## config.mk

```make
export PLATFORM = sky130hd
export DESIGN_NAME = dcc_packet_receiver
export DESIGN_NICKNAME = d
export VERILOG_FILES = /design/src/design/dccpr_pkg.sv /design/src/design/dccpr_ram.sv /design/src/design/dcc_packet_receiver.sv
export SDC_FILE = /design/constraint.sdc
export NUM_CORES = 1
export LEC_CHECK = 0
export CAP_MARGIN = 20
export CORE_ASPECT_RATIO = 2
export CORE_UTILIZATION = 45
export CTS_CLUSTER_SIZE = 10
export DETAILED_ROUTE_END_ITERATION = 12
export DONT_BUFFER_PORTS = 1
export RECOVER_POWER = 50
export SLEW_MARGIN = 10
export SYNTH_ARGS = -nofsm -noshare
export SYNTH_HDL_FRONTEND = slang
export SYNTH_SLANG_ARGS = --single-unit
```

## constraint.sdc

```tcl
create_clock -name clk_i -period 5.4 [get_ports clk_i]
set_input_delay 0 -clock clk_i [delete_from_list [all_inputs] [get_ports clk_i]]
set_output_delay 0 -clock clk_i [all_outputs]
set_load 0.05 [all_outputs]
```

## src/design/dccpr_pkg.sv

```systemverilog
// ----------------------------------------------------------------------------
// dccpr_pkg
// Shared types and constants of the DCC packet receiver: input and output
// words, register indexes and register reset values.
// ----------------------------------------------------------------------------
`default_nettype none

package dccpr_pkg;

  localparam int unsigned CfgIndexWidth = 3;
  localparam int unsigned CfgDataWidth  = 16;

  localparam logic [CfgIndexWidth-1:0] CfgOneMin       = 3'd0;
  localparam logic [CfgIndexWidth-1:0] CfgOneMax       = 3'd1;
  localparam logic [CfgIndexWidth-1:0] CfgZeroMin      = 3'd2;
  localparam logic [CfgIndexWidth-1:0] CfgZeroMax      = 3'd3;
  localparam logic [CfgIndexWidth-1:0] CfgPreambleMin  = 3'd4;
  localparam logic [CfgIndexWidth-1:0] CfgTimeoutLimit = 3'd5;

  localparam logic [15:0] OneMinReset       = 16'd220;
  localparam logic [15:0] OneMaxReset       = 16'd375;
  localparam logic [15:0] ZeroMinReset      = 16'd425;
  localparam logic [15:0] ZeroMaxReset      = 16'd50000;
  localparam logic [5:0]  PreambleMinReset  = 6'd10;
  localparam logic [15:0] TimeoutLimitReset = 16'd800;

  localparam logic [5:0] PreambleSat = 6'd32;
  localparam int unsigned MinPacket  = 3;
  localparam logic [3:0] DataBits    = 4'd8;

  localparam logic CmdPulse = 1'b0;
  localparam logic CmdTick  = 1'b1;

  localparam logic KindStatus = 1'b0;
  localparam logic KindByte   = 1'b1;

  typedef struct packed {
    logic        command;
    logic [15:0] pulse_width;
  } in_word_t;

  typedef struct packed {
    logic       kind;
    logic [7:0] data_byte;
    logic [4:0] byte_index;
    logic       last;
    logic       analog_mode;
  } out_word_t;

endpackage

`default_nettype wire

```

## src/design/dccpr_ram.sv

```systemverilog
// ----------------------------------------------------------------------------
// dccpr_ram
// Generic single-write, single-read RAM with registered read data.
// ----------------------------------------------------------------------------
`default_nettype none

module dccpr_ram #(
  parameter int unsigned Width = 8,
  parameter int unsigned Depth = 32
) (
  input  wire logic                     clk_i,
  input  wire logic                     we_i,
  input  wire logic [$clog2(Depth)-1:0] waddr_i,
  input  wire logic [Width-1:0]         wdata_i,
  input  wire logic [$clog2(Depth)-1:0] raddr_i,
  output logic      [Width-1:0]         rdata_o
);

  logic [Width-1:0] mem_q [Depth];

  always_ff @(posedge clk_i) begin
    if (we_i) begin
      mem_q[waddr_i] <= wdata_i;
    end
    rdata_o <= mem_q[raddr_i];
  end

endmodule

`default_nettype wire

```

## src/design/dcc_packet_receiver.sv

```systemverilog
// ----------------------------------------------------------------------------
// dcc_packet_receiver
// DCC bit classification, packet framing, checksum test, byte readout and tick status.
// ----------------------------------------------------------------------------
// Each input word is a measured pulse width or a timer tick. A tick yields
// one status word. A pulse of width zero is dropped; any other pulse is
// classed against the four window registers by a single shared 16-bit
// comparator, one bound a cycle. A closing end bit of a good packet then
// reads the packet back from the byte store, each byte passing the
// registered read port and then the output register. The input stalls
// while a word is in work; a finished output word may wait in the output
// register while the next input word is taken.
// ----------------------------------------------------------------------------
`default_nettype none

module dcc_packet_receiver #(
  parameter int unsigned PACKET_BYTES = 32
) (
  input  wire logic                                clk_i,
  input  wire logic                                rst_ni,
  input  wire logic                                in_valid_i,
  output logic                                     in_stall_o,
  input  wire dccpr_pkg::in_word_t                 in_word_i,
  output logic                                     out_valid_o,
  input  wire logic                                out_stall_i,
  output dccpr_pkg::out_word_t                     out_word_o,
  input  wire logic                                cfg_we_i,
  input  wire logic [dccpr_pkg::CfgIndexWidth-1:0] cfg_index_i,
  input  wire logic [dccpr_pkg::CfgDataWidth-1:0]  cfg_data_i
);

  import dccpr_pkg::*;

  localparam int unsigned AW = (PACKET_BYTES > 1) ? $clog2(PACKET_BYTES) : 1;
  localparam int unsigned CW = $clog2(PACKET_BYTES + 1);

  typedef enum logic [3:0] {
    S_IDLE,
    S_TICK,
    S_TSTAT,
    S_C1,
    S_C2,
    S_C3,
    S_C4,
    S_FRAME,
    S_RD,
    S_OUT
  } state_e;

  state_e state_q;

  logic [15:0] one_min_q, one_max_q, zero_min_q, zero_max_q, timeout_limit_q;
  logic [5:0]  preamble_min_q;

  logic [15:0]   width_q;
  logic          win_q;
  logic          bit_q;
  logic          in_packet_q;
  logic [5:0]    preamble_count_q;
  logic [3:0]    bit_pos_q;
  logic [CW-1:0] byte_count_q;
  logic [7:0]    shift_byte_q;
  logic [7:0]    running_xor_q;
  logic [15:0]   timeout_q;
  logic [AW-1:0] rd_idx_q;

  logic          out_valid_q;
  out_word_t     out_q;

  logic [15:0]   cmp_a, cmp_b;
  logic          cmp_gt;
  logic          out_free;
  logic          store_we;
  logic [7:0]    ram_rdata;
  logic [7:0]    xor_new;
  logic [CW-1:0] count_new;
  logic          rd_last;

  always_comb begin
    unique case (state_q) inside
      S_C1:             begin cmp_a = width_q;         cmp_b = one_min_q;  end
      S_C2:             begin cmp_a = one_max_q;       cmp_b = width_q;    end
      S_C3:             begin cmp_a = width_q;         cmp_b = zero_min_q; end
      S_C4:             begin cmp_a = zero_max_q;      cmp_b = width_q;    end
      S_TICK, S_TSTAT:  begin cmp_a = timeout_limit_q; cmp_b = timeout_q;  end
      default:          begin cmp_a = width_q;         cmp_b = one_min_q;  end
    endcase
  end

  assign cmp_gt    = cmp_a > cmp_b;
  assign out_free  = !out_valid_q || !out_stall_i;
  assign xor_new   = running_xor_q ^ shift_byte_q;
  assign count_new = byte_count_q + CW'(1);
  assign rd_last   = (CW'(rd_idx_q) + CW'(1)) == byte_count_q;
  assign store_we  = (state_q == S_FRAME) && in_packet_q && (bit_pos_q >= DataBits)
                     && (byte_count_q < CW'(PACKET_BYTES));

  dccpr_ram #(
    .Width (8),
    .Depth (PACKET_BYTES)
  ) u_store (
    .clk_i   (clk_i),
    .we_i    (store_we),
    .waddr_i (byte_count_q[AW-1:0]),
    .wdata_i (shift_byte_q),
    .raddr_i (rd_idx_q),
    .rdata_o (ram_rdata)
  );

  always_ff @(posedge clk_i or negedge rst_ni) begin
    if (!rst_ni) begin
      state_q          <= S_IDLE;
      one_min_q        <= OneMinReset;
      one_max_q        <= OneMaxReset;
      zero_min_q       <= ZeroMinReset;
      zero_max_q       <= ZeroMaxReset;
      preamble_min_q   <= PreambleMinReset;
      timeout_limit_q  <= TimeoutLimitReset;
      in_packet_q      <= 1'b0;
      preamble_count_q <= '0;
      bit_pos_q        <= '0;
      byte_count_q     <= '0;
      shift_byte_q     <= '0;
      running_xor_q    <= '0;
      timeout_q        <= '0;
      rd_idx_q         <= '0;
      win_q            <= 1'b0;
      bit_q            <= 1'b0;
      width_q          <= '0;
      out_valid_q      <= 1'b0;
      out_q            <= '0;
    end else begin
      if (cfg_we_i) begin
        unique case (cfg_index_i)
          CfgOneMin:       one_min_q       <= cfg_data_i;
          CfgOneMax:       one_max_q       <= cfg_data_i;
          CfgZeroMin:      zero_min_q      <= cfg_data_i;
          CfgZeroMax:      zero_max_q      <= cfg_data_i;
          CfgPreambleMin:  preamble_min_q  <= cfg_data_i[5:0];
          CfgTimeoutLimit: timeout_limit_q <= cfg_data_i;
          default: ;
        endcase
      end

      if (out_valid_q && !out_stall_i && state_q != S_TSTAT && state_q != S_OUT) begin
        out_valid_q <= 1'b0;
      end

      unique case (state_q)
        S_IDLE: begin
          if (in_valid_i) begin
            width_q <= in_word_i.pulse_width;
            if (in_word_i.command == CmdTick) begin
              state_q <= S_TICK;
            end else if (in_word_i.pulse_width != '0) begin
              state_q <= S_C1;
            end
          end
        end
        S_TICK: begin
          if (cmp_gt) begin
            timeout_q <= timeout_q + 16'd1;
          end
          state_q <= S_TSTAT;
        end
        S_TSTAT: begin
          if (out_free) begin
            out_valid_q       <= 1'b1;
            out_q.kind        <= KindStatus;
            out_q.data_byte   <= '0;
            out_q.byte_index  <= '0;
            out_q.last        <= 1'b0;
            out_q.analog_mode <= !cmp_gt;
            state_q           <= S_IDLE;
          end
        end
        S_C1: begin
          win_q   <= cmp_gt;
          state_q <= S_C2;
        end
        S_C2: begin
          if (win_q && cmp_gt) begin
            bit_q   <= 1'b1;
            state_q <= S_FRAME;
          end else begin
            state_q <= S_C3;
          end
        end
        S_C3: begin
          win_q   <= cmp_gt;
          state_q <= S_C4;
        end
        S_C4: begin
          if (win_q && cmp_gt) begin
            bit_q   <= 1'b0;
            state_q <= S_FRAME;
          end else begin
            in_packet_q      <= 1'b0;
            preamble_count_q <= '0;
            bit_pos_q        <= '0;
            byte_count_q     <= '0;
            shift_byte_q     <= '0;
            running_xor_q    <= '0;
            state_q          <= S_IDLE;
          end
        end
        S_FRAME: begin
          if (!in_packet_q) begin
            state_q <= S_IDLE;
            if (bit_q) begin
              if (preamble_count_q < PreambleSat) begin
                preamble_count_q <= preamble_count_q + 6'd1;
              end
            end else begin
              if (preamble_count_q >= preamble_min_q) begin
                in_packet_q   <= 1'b1;
                bit_pos_q     <= '0;
                byte_count_q  <= '0;
                shift_byte_q  <= '0;
                running_xor_q <= '0;
              end
              preamble_count_q <= '0;
            end
          end else if (bit_pos_q < DataBits) begin
            shift_byte_q <= {shift_byte_q[6:0], bit_q};
            bit_pos_q    <= bit_pos_q + 4'd1;
            state_q      <= S_IDLE;
          end else if (byte_count_q >= CW'(PACKET_BYTES)) begin
            in_packet_q      <= 1'b0;
            preamble_count_q <= '0;
            bit_pos_q        <= '0;
            byte_count_q     <= '0;
            shift_byte_q     <= '0;
            running_xor_q    <= '0;
            state_q          <= S_IDLE;
          end else if (!bit_q) begin
            running_xor_q <= xor_new;
            byte_count_q  <= count_new;
            shift_byte_q  <= '0;
            bit_pos_q     <= '0;
            state_q       <= S_IDLE;
          end else if (xor_new == '0 && count_new >= CW'(MinPacket)) begin
            byte_count_q <= count_new;
            timeout_q    <= '0;
            rd_idx_q     <= '0;
            state_q      <= S_RD;
          end else begin
            in_packet_q      <= 1'b0;
            preamble_count_q <= '0;
            bit_pos_q        <= '0;
            byte_count_q     <= '0;
            shift_byte_q     <= '0;
            running_xor_q    <= '0;
            state_q          <= S_IDLE;
          end
        end
        S_RD: begin
          state_q <= S_OUT;
        end
        S_OUT: begin
          if (out_free) begin
            out_valid_q       <= 1'b1;
            out_q.kind        <= KindByte;
            out_q.data_byte   <= ram_rdata;
            out_q.byte_index  <= 5'(rd_idx_q);
            out_q.last        <= rd_last;
            out_q.analog_mode <= (timeout_limit_q == '0);
            if (rd_last) begin
              in_packet_q      <= 1'b0;
              preamble_count_q <= '0;
              bit_pos_q        <= '0;
              byte_count_q     <= '0;
              shift_byte_q     <= '0;
              running_xor_q    <= '0;
              state_q          <= S_IDLE;
            end else begin
              rd_idx_q <= rd_idx_q + AW'(1);
              state_q  <= S_RD;
            end
          end
        end
        default: state_q <= S_IDLE;
      endcase
    end
  end

  assign in_stall_o  = (state_q != S_IDLE);
  assign out_valid_o = out_valid_q;
  assign out_word_o  = out_q;

endmodule

`default_nettype wire
```

==> results.py, run 1 <==
metrics = {
    "timing": {
        "final.setup.tns_ns": 0,
        "timing.fmax_mhz": 208,
        "slew_viol_final": 261,
        "tightest_slew_ns": 1.92,
        "fin_crit_ns": 4.81,
        "rsz0062_at_grt": "false",
        "skew_ns": 0.0162,
        "final_hold_viol_count": 0,
        "layout_setup_ws_ns": 0.586,
        "slew_headroom_pct": -27.8,
        "setup_viol": 0,
        "fin_crit_sh_pct": 89.1,
    },
    "clocking": {
        "clock_latency_ns": 0.58,
        "cts.path.max_buffers": 3,
        "cts_buffers": 50,
        "htree_levels": 2,
        "cts.root.buffer_cell": "clkbuf_16",
        "clk_pin_slew_ns": 0.06,
        "clock_sinks": 443,
        "cts_tree": "built",
    },
    "logic_synthesis": {
        "synth_area_leader_cell": "edfxtp_1",
        "synth.top_cell.area_share_pct": 39.6,
        "synth.area.top_cells": "edfxtp_1, dfrtp_1, mux4_2",
        "synthFlopType": "edfxtp_1",
        "synth.avg_cell_area_um2": 15.1,
        "synth.yosys.warnings": 0,
        "synth.most_common_cell": "edfxtp_1",
        "syn_nets": 1360,
        "synth.distinct_cells": 75,
        "synth_edf_count": 256,
        "synthArstFlopShare_pct": 40.4,
        "synth_commonest_cells": "edfxtp_1, dfrtp_1, mux2_2, mux4_2, nand2_1",
        "netlist_instances": 1288,
        "synth-seq-cells": 443,
        "syn_area_um2": 19400,
        "ys_seq_area_share_pct": 63.7,
    },
    "min_path": {
        "hp-class": "primary input to flip-flop",
    },
    "place": {
        "place_hpwl_um": 33300,
        "gp_congestion": 0.887,
        "port_buffers": 0,
        "dp.cells": 1794,
        "place_ws_ns": 0.603,
    },
    "pwr": {
        "leakage_nw": 7.96,
        "vdd_drop_max_v": 0.000259,
        "powerDensity_nw_per_um2": 444,
    },
    "global_routing": {
        "grt_use_total_pct": 23.0,
        "grt_pass1_wl_um": 74500,
        "grt_pass1_vias": 12300,
        "antenna_found_initial": 0,
        "grt_max_degree": 180,
        "grt-ovfl-total": 0,
    },
    "status": {
        "status": "finished, violations left",
        "failed_checks": "max-capacitance violations, max-slew violations",
    },
    "floorplanning": {
        "die_y_um": 296,
        "die_area_um2": 44000,
        "fp.dieW_um": 149,
        "initial_core_util_pct": 45.6,
        "num_io_pins": 59,
        "coreArea_um2": 42600,
        "rows": 107,
    },
    "critical_path": {
        "cp.arrival_ns": 5.27,
        "end_kind": "flip-flop",
        "slowest_delay_ns": 0.73,
        "worstPathMaxFanout": 31,
        "path_class": "flip-flop to flip-flop",
        "path_delay_family": "simple AND/OR/NAND/NOR gates",
        "cp.required_ns": 5.85,
        "crit_buf_inv": 0,
        "crit_path_top_delay_cell": "or3_1",
        "crit_chain": "xor2_1 > and2_1 > or3_1 > o21a_1 > ha_1 > and4_1 > nand3_2 > o21ai_0 > a2111oi_4 > o21ai_2 > or4_1 > a22o_1",
        "cp-start-kind": "flip-flop",
    },
    "route": {
        "drc": 0,
        "ant_nets": 0,
        "num_vias": 11600,
        "viasPerCell": 5.97,
        "drtIter0Drc": 761,
        "routed_wl_um": 49200,
        "dr.pass1.iters": 5,
        "wl_per_cell_um": 25.3,
    },
    "layout": {
        "final_layout_size_suffix_gt1_share_pct": 22.1,
        "fin_cells": 1945,
        "fin_util_pct": 51.9,
        "fin_nets": 1430,
        "n_antenna_cell": 0,
        "syn2layout_area_growth_pct": 13.9,
    },
    "run": {
        "maxCapViolCount": 7,
    },
}
[logic make-up after synthesis]
logic type | count (synthesis) | share of synthesized area (%)
buffers and inverters | 93 | 1.95
muxes | 192 | 15.8
xor gates and xnor gates | 12 | 0.619
AOI/OAI and AO/OA | 206 | 7.86
adders and majority gates | 31 | 2.00
DFF | 443 | 63.7
and+or+nand+nor | 311 | 8.12
[power breakdown]
| group | internal (mW) | total, mW | switching [mW] |
|---|---|---|---|
| clock network | 1.78 | 3.12 | 1.34 |
| registers | 3.88 | 4.20 | 0.328 |
| logic | 1.01 | 2.48 | 1.47 |
[cells in the final DEF, fill, tap and decap left out, types with 8 or more instances in the layout]
cell,n
edfxtp_1,256
dfrtp_1,149
mux2_2,108
mux4_2,80
nand2_1,79
nor2_1,69
dlygate4sd3_1,55
nand3_1,52
clkbuf_16,51
clkbuf_1,49
o21ai_0,46
ha_1,31
a22o_1,30
dfstp_2,26
a21oi_1,25
inv_1,24
buf_4,21
a222oi_1,16
a22oi_1,15
nor3_1,15
nand2b_1,14
nand4_1,14
o31ai_1,13
o21a_1,10
nor4_1,10
and3_1,9
dfxtp_1,8
[flip-flops by register name, indices dropped and copies added, names as in the netlist, 5 cells and up]
register and flops:
u_store.rdata_o 8, running_xor_q 8, byte_count_q 6, timeout_limit_q 16, out_word_o 16, one_max_q 16
one_min_q 16, zero_min_q 16, preamble_count_q 6, zero_max_q 16, timeout_q 16, preamble_min_q 6
u_store.mem_q 256, shift_byte_q 8, rd_idx_q 5, width_q 16
[through the flow]
step	power [mW]	hold slack, ns	area [um2]
after floorplan	5.94	-0.296	19400
after global placement	6.63	-0.285	20100
after detailed placement	6.67	-0.285	20100
after CTS	9.90	0.00377	22100
after global routing	10.3	0.0107	22100
final	9.81	0.0176	22100
[cell type report]
type	count	area, um2
Fill cell	3567	20500
Timing Repair Buffer	87	774
Sequential cell	443	12400
Multi-Input combinational cell	752	6700
Clock buffer	91	1430
Clock inverter	3	67.6
Tap cell	545	682
Inverter	24	90.1
[worst reg2reg max path, delay by kind of cell (launching register included)]
family | cells | cell delay, ns
AOI/OAI and AO/OA | 5 | 1.59
and+or+nand+nor | 5 | 2.00
xor gates and xnor gates | 1 | 0.15
DFF | 1 | 0.67
adders and majority gates | 1 | 0.28
[worst paths after layout]
check / startpoint / endpoint / slack, ns / depth (start not counted)
setup / recovery: state_q[1] / running_xor_q[0] / 0.59 / 12
hold / removal: cfg_we_i / zero_max_q[2] / 0.02 / 3
setup reg to reg: state_q[1] / running_xor_q[0] / 0.59 / 12
hold reg to reg: u_store.rdata_o[4] / out_word_o[11] / 0.45 / 1
max in group asynchronous: rst_ni / rd_idx_q[0] / 4.43 / 2
min in group asynchronous: rst_ni / zero_max_q[1] / 0.12 / 2
[layer usage]
| metal | global-route usage (%) | vias up | share of wire [%] |
|---|---|---|---|
| met3 | 2.78 | 131 | 3.7 |
| met4 | 12.6 | 0 | 5.4 |
| met2 | 44.4 | 322 | 57 |
| li1 | - | 5188 | - |
| met5 | 0 | - | 0 |
| met1 | 23.6 | 5967 | 34 |
[repair_timing]
item,CTS,global route
hold buffers,56,0
gates resized for setup,0,0
endpoints found under the setup margin,0,0
buffers inserted,0,0
endpoints found under the hold margin,300,0
No activity file was read; power rests on OpenSTA's default activity.
==> run 2: changes to the inputs <==
--- a/config.mk
+++ b/config.mk
@@ -5,6 +5,7 @@
 export SDC_FILE = /design/constraint.sdc
 export NUM_CORES = 1
 export LEC_CHECK = 0
+export ABC_AREA = 1
 export CAP_MARGIN = 20
 export CORE_ASPECT_RATIO = 2
 export CORE_UTILIZATION = 45
==> run 2 against run 1 <==
Worst hold slack worse by 0.077 ns. The flow finishes with violations (negative hold slack, max-capacitance violations, max-slew violations). Flip-flop and latch count unchanged. Synthesized area up 1.8%. Synthesized cell count up 56%. Register-to-register slack better by 0.43 ns. Fmax up 9.9%. Sequential power up 4.8%. Utilization down 0.71 points. First-iteration DRC count up 19%.
==> results.py, run 2 <==
metrics = {
    "floorplanning": {
        "fp.dieW_um": 150,
        "die_area_um2": 44800,
        "rows": 108,
        "die_y_um": 298,
        "num_io_pins": 59,
        "coreArea_um2": 43400,
        "initial_core_util_pct": 45.5,
    },
    "layout": {
        "finalInstanceArea_um2": 22200,
        "fill_cells": 3949,
        "fin_util_pct": 51.2,
        "register_area_um2": 12400,
        "fin_cells": 2629,
        "mostFrequentLayoutCells": "nand2_1, o21ai_0, edfxtp_1",
        "final_layout_size_suffix_gt1_share_pct": 6.78,
        "top_register": "u_store.mem_q",
        "multiInputGateArea_um2": 6600,
        "largest_reg_flops": 256,
        "syn2layout_area_growth_pct": 12.5,
        "layout_commonest_cell": "nand2_1",
        "n_antenna_cell": 0,
        "fin_nets": 2110,
    },
    "logic_synthesis": {
        "syn_nets": 2078,
        "synth_edf_count": 256,
        "synth_area_leader_cell": "edfxtp_1",
        "ys_seq_area_share_pct": 62.6,
        "syn_area_um2": 19800,
        "synthFlopType": "edfxtp_1",
        "synth.area.top_cells": "edfxtp_1, dfrtp_1, nand2_1",
        "synth.avg_cell_area_um2": 9.85,
        "synth-seq-cells": 443,
        "synth.most_common_cell": "nand2_1",
        "synth.distinct_cells": 44,
        "synth.top_cell.area_share_pct": 38.9,
        "netlist_instances": 2006,
        "synthArstFlopShare_pct": 40.4,
        "synth_commonest_cells": "nand2_1, o21ai_0, edfxtp_1, nor2_1, dfrtp_1",
        "synth.yosys.warnings": 0,
    },
    "pwr": {
        "powerDensity_nw_per_um2": 432,
        "leakage_nw": 8.83,
        "vdd_drop_max_v": 0.000328,
        "total_power_mw": 9.60,
    },
    "status": {
        "failed_checks": "negative hold slack, max-capacitance violations, max-slew violations",
        "status": "finished, violations left",
    },
    "clocking": {
        "cts_setup_buffers": 0,
        "htree_levels": 2,
        "cts_tree": "built",
        "clock_latency_ns": 0.58,
        "cts.root.buffer_cell": "clkbuf_16",
        "postCtsResizedCells": 0,
        "cts.path.max_buffers": 3,
        "cts_buffers": 50,
        "clock_sinks": 443,
        "clk_pin_slew_ns": 0.06,
    },
    "route": {
        "routed_wl_um": 56000,
        "drc": 0,
        "ant_nets": 0,
        "viasPerCell": 5.68,
        "num_vias": 14900,
        "drtIter0Drc": 905,
        "wl_per_cell_um": 21.3,
        "dr.pass1.iters": 5,
    },
    "critical_path": {
        "reg2reg_slack_ns": 1.02,
        "end_kind": "flip-flop",
        "worstPathMaxFanout": 15,
        "cp-startpoint": "state_q[0]",
        "r2r_start": "state_q[0]",
        "cp.arrival_ns": 4.89,
        "path_class": "flip-flop to flip-flop",
        "crit_path_top_delay_cell": "nand3_1",
        "crit_chain": "inv_2 > nor2_1 > inv_2 > nor2_1 > inv_1 > nand2_2 > clkinv_1 > o2111ai_1 > o21ai_0 > ha_1 > nand2_1 > nor3_1 > buf_4 > nand2_1 > nand2_1 > nand4_1 > nand3_1 > nand2_1 > nand2_1",
        "slowest_delay_ns": 0.59,
        "cp.required_ns": 5.91,
        "cp-start-kind": "flip-flop",
        "crit_top_cell": "nand2_1",
    },
    "timing": {
        "finalHoldWorstSlack_ns": -0.0592,
        "rsz0062_at_grt": "false",
        "slew_viol_final": 248,
        "final.setup.tns_ns": 0,
        "fin_crit_ns": 4.38,
        "fin_crit_sh_pct": 81.1,
        "tightest_slew_ns": 1.94,
        "slew_headroom_pct": -29.1,
        "layout_setup_ws_ns": 1.02,
        "setup_viol": 0,
        "timing.fmax_mhz": 228,
        "skew_ns": 0.0183,
        "final_hold_viol_count": 11,
    },
    "run": {
        "maxCapViolCount": 7,
    },
    "place": {
        "gp_congestion": 0.951,
        "place_ws_ns": 1.09,
        "dp.cells": 2487,
        "port_buffers": 0,
        "place_hpwl_um": 37800,
        "placed_area_um2": 20300,
    },
    "min_path": {
        "hp-class": "primary input to flip-flop",
        "hp-start": "cfg_index_i[1]",
    },
    "global_routing": {
        "grt_use_total_pct": 25.9,
        "antenna_found_initial": 0,
        "grt_pass1_wl_um": 86500,
        "grt_pass1_vias": 15300,
        "grt_max_degree": 180,
        "grt-ovfl-total": 0,
    },
}
==> run 2: path summary, 6_finish.rpt <==
kind                                          to  cells past startpoint
worst max-delay path             shift_byte_q[1]                     19
worst min-delay path                one_max_q[1]                      3
min in group asynchronous          out_word_o[8]                      2
worst min register to register    out_word_o[13]                      2
worst max register to register   shift_byte_q[1]                     19
max in group asynchronous       running_xor_q[6]                      2
==> run 2: cell families (layout without fill, tap and decap cells) <==
| logic type | count (synthesis) | after routing | synth area share (%) |
|---|---|---|---|
| compound gates | 441 | 441 | 12.4 |
| xor+xnor | 8 | 8 | 0.355 |
| fa+ha+maj | 31 | 31 | 1.96 |
| buf+inv | 206 | 279 | 4.04 |
| flops | 443 | 443 | 62.6 |
| mux | 8 | 8 | 0.456 |
| simple gates | 869 | 869 | 18.2 |
==> run 2: what timing repair did <==
action                     4_1_cts  5_1_grt
setup endpoints to repair        0        0
hold buffers                    46        0
hold endpoints to repair       285        0
==> run 2: worst max-delay path, delay by kind of cell (launching register included) <==
| family | cells | cell delay (ns) |
|---|---|---|
| adders and majority gates | 1 | 0.33 |
| AOI/OAI and AO/OA | 2 | 0.43 |
| DFF | 1 | 0.42 |
| and+or+nand+nor | 11 | 2.31 |
| buffers and inverters | 5 | 0.81 |
==> run 2: power by group <==
group	internal, mW	leakage (nW)	switching [mW]
Combinational	0.648	3.45	1.44
Clock	1.75	0.692	1.36
Sequential	4.11	4.69	0.286
Total	6.52	8.83	3.09
==> run 2: routing by layer <==
| layer | GRT usage, % | share of wire [%] | vias up |
|---|---|---|---|
| met5 | 0 | 0 | - |
| met2 | 48.6 | 55 | 430 |
| met4 | 15.8 | 6.6 | 0 |
| met3 | 3.89 | 4.2 | 161 |
| li1 | - | - | 7013 |
| met1 | 26.1 | 34 | 7322 |
==> run 2: area by class of cell <==
type,instances,share of cell area (%)
Sequential cell,443,55.7
Multi-Input combinational cell,1357,29.7
Clock buffer,89,6.29
Timing Repair Buffer,79,3.15
Tap cell,550,3.10
Inverter,107,1.81
Clock inverter,4,0.304
==> run 3: changes to the inputs <==
==> constraint.sdc (replaced) <==
create_clock -name clk_i -period 4.3 [get_ports clk_i]
set_input_delay 0 -clock clk_i [delete_from_list [all_inputs] [get_ports clk_i]]
set_output_delay 0 -clock clk_i [all_outputs]
set_load 0.05 [all_outputs]
==> run 3 against run 2 <==
The run still ends with negative hold slack, max-capacitance violations, max-slew violations left. Register-to-register slack got worse by 0.40 ns. Utilization rose by 0.48 points. Clock skew fell by 0.0048 ns. Cell count rose by 0.95%. Final area rose by 0.93%. Critical path type unchanged. Critical endpoint is now shift_byte_q[7]. Highest routed layer unchanged.
==> results.py, run 3 (same netlist as run 2, synthesis figures left out) <==
metrics = {
    "status": {
        "status": "finished, violations left",
        "failed_checks": "negative hold slack, max-capacitance violations, max-slew violations",
    },
    "layout": {
        "mostFrequentLayoutCells": "nand2_1, o21ai_0, edfxtp_1",
        "fin_cells": 2654,
        "n_antenna_cell": 0,
        "layout_commonest_cell": "nand2_1",
        "final_layout_size_suffix_gt1_share_pct": 7.79,
        "syn2layout_area_growth_pct": 13.5,
        "fin_util_pct": 51.7,
        "multiInputGateArea_um2": 6620,
        "top_register": "u_store.mem_q",
        "register_area_um2": 12400,
        "largest_reg_flops": 256,
        "fin_nets": 2134,
        "fill_cells": 3971,
    },
    "place": {
        "port_buffers": 0,
        "gp_congestion": 0.907,
        "place_hpwl_um": 37800,
        "dp.cells": 2514,
        "place_ws_ns": 0.398,
    },
    "timing": {
        "rsz0062_at_grt": "false",
        "layout_setup_ws_ns": 0.618,
        "final.setup.tns_ns": 0,
        "fin_crit_ns": 3.68,
        "tightest_slew_ns": 2.54,
        "fin_crit_sh_pct": 85.6,
        "slew_headroom_pct": -69.4,
        "slew_viol_final": 427,
        "skew_ns": 0.0135,
        "timing.fmax_mhz": 272,
        "final_hold_viol_count": 7,
        "finalHoldWorstSlack_ns": -0.0844,
        "setup_viol": 0,
    },
    "clocking": {
        "cts_setup_buffers": 0,
        "clk_pin_slew_ns": 0.06,
        "cts_tree": "built",
        "cts.path.max_buffers": 3,
        "clock_sinks": 443,
        "htree_levels": 2,
        "cts.root.buffer_cell": "clkbuf_16",
        "cts_buffers": 50,
        "clock_latency_ns": 0.58,
    },
    "global_routing": {
        "grt_util_met3_pct": 3.77,
        "grt_pass1_wl_um": 86800,
        "grtUsageMet2_pct": 49.6,
        "grt_max_degree": 180,
        "grt_use_total_pct": 25.9,
        "grt-ovfl-total": 0,
        "grt_pass1_vias": 15400,
        "top_usage_layer": "met2",
        "grtUsageMet1_pct": 25.9,
        "antenna_found_initial": 0,
    },
    "floorplanning": {
        "num_io_pins": 59,
        "die_area_um2": 44800,
        "fp.dieW_um": 150,
        "rows": 108,
        "coreArea_um2": 43400,
        "die_y_um": 298,
        "initial_core_util_pct": 45.5,
    },
    "route": {
        "num_vias": 15000,
        "drc": 0,
        "drtIter0Drc": 955,
        "routed_wl_um": 56200,
        "dr.pass1.iters": 6,
        "viasPerCell": 5.64,
        "wl_per_cell_um": 21.2,
        "ant_nets": 0,
    },
    "run": {
        "maxCapViolCount": 8,
    },
    "pwr": {
        "total_power_mw": 12.1,
        "leakage_nw": 8.98,
        "vdd_drop_max_v": 0.000405,
        "powerDensity_nw_per_um2": 538,
    },
    "critical_path": {
        "worstPathMaxFanout": 29,
        "cp.arrival_ns": 4.14,
        "end_kind": "flip-flop",
        "cp.required_ns": 4.76,
        "cp-start-kind": "flip-flop",
        "path_class": "flip-flop to flip-flop",
    },
    "min_path": {
        "hp-class": "primary input to flip-flop",
    },
}
[run 3: cell count changes in the layout (fill, tap and decap cells not counted), moves of 2 or more]
cell / change
dfstp_2: -4
buf_4: +24
dlygate4sd3_1: -2
dfstp_1: +4
[run 3: worst paths after layout]
kind | endpoint | cells after the start | slack, ns | start
max | shift_byte_q[7] | 18 | 0.62 | state_q[0]
min | timeout_limit_q[3] | 3 | -0.08 | cfg_index_i[1]
max reg2reg | shift_byte_q[7] | 18 | 0.62 | state_q[0]
min reg2reg | out_word_o[12] | 2 | 0.44 | u_store.rdata_o[5]
max in group asynchronous | rd_idx_q[0] | 2 | 1.59 | rst_ni
min in group asynchronous | timeout_q[11] | 2 | 0.69 | rst_ni
[run 3: area by class of cell]
type / instances / area share [%]
inverters: 107 / 1.80
clock buffers: 91 / 6.36
repair buffers: 103 / 3.96
multi-input cells: 1357 / 29.5
flip-flops and latches: 443 / 55.1
clock inverters: 3 / 0.167
well taps: 550 / 3.07
[run 3: stage by stage]
stage | cell area, um2 | hold WS [ns]
detailed placement | 20500 | -0.291
CTS | 22400 | 0.00576
floorplan | 19800 | -0.296
global route | 22400 | -0.0639
global placement | 20500 | -0.292
finish | 22400 | -0.0844
[run 3: timing repair]
| item | CTS | global route |
|---|---|---|
| hold buffers | 44 | 0 |
| gates resized for setup | 0 | 3 |
| endpoints found under the setup margin | 0 | 28 |
| hold endpoints to repair | 285 | 0 |
[run 3: layer usage]
metal,up-vias,wire length (um)
li1,7075,-
met1,7321,19200
met2,419,31000
met3,148,2350
met4,0,3560
met5,-,0
[run 3: power by group]
part | switching (mW) | leakage, nW | internal [mW]
clock network | 1.67 | 0.694 | 2.23
logic | 1.82 | 3.60 | 0.826
registers | 0.342 | 4.69 | 5.17
[run 3: worst max-delay path, cell delays in order (launching register included)]
cell       delay [ns]
dfrtp_1          0.43
inv_2            0.06
nor2_1           0.11
inv_2            0.10
nor2_1           0.17
inv_1            0.07
nand2_2          0.09
clkinv_1         0.25
o2111ai_1        0.26
o21ai_0          0.11
ha_1             0.34
nand4_1          0.13
nor3_1           0.36
nand3_1          0.19
nand4_1          0.18
buf_12           0.20
nand3_2          0.25
nand2_1          0.14
nand2_1          0.08
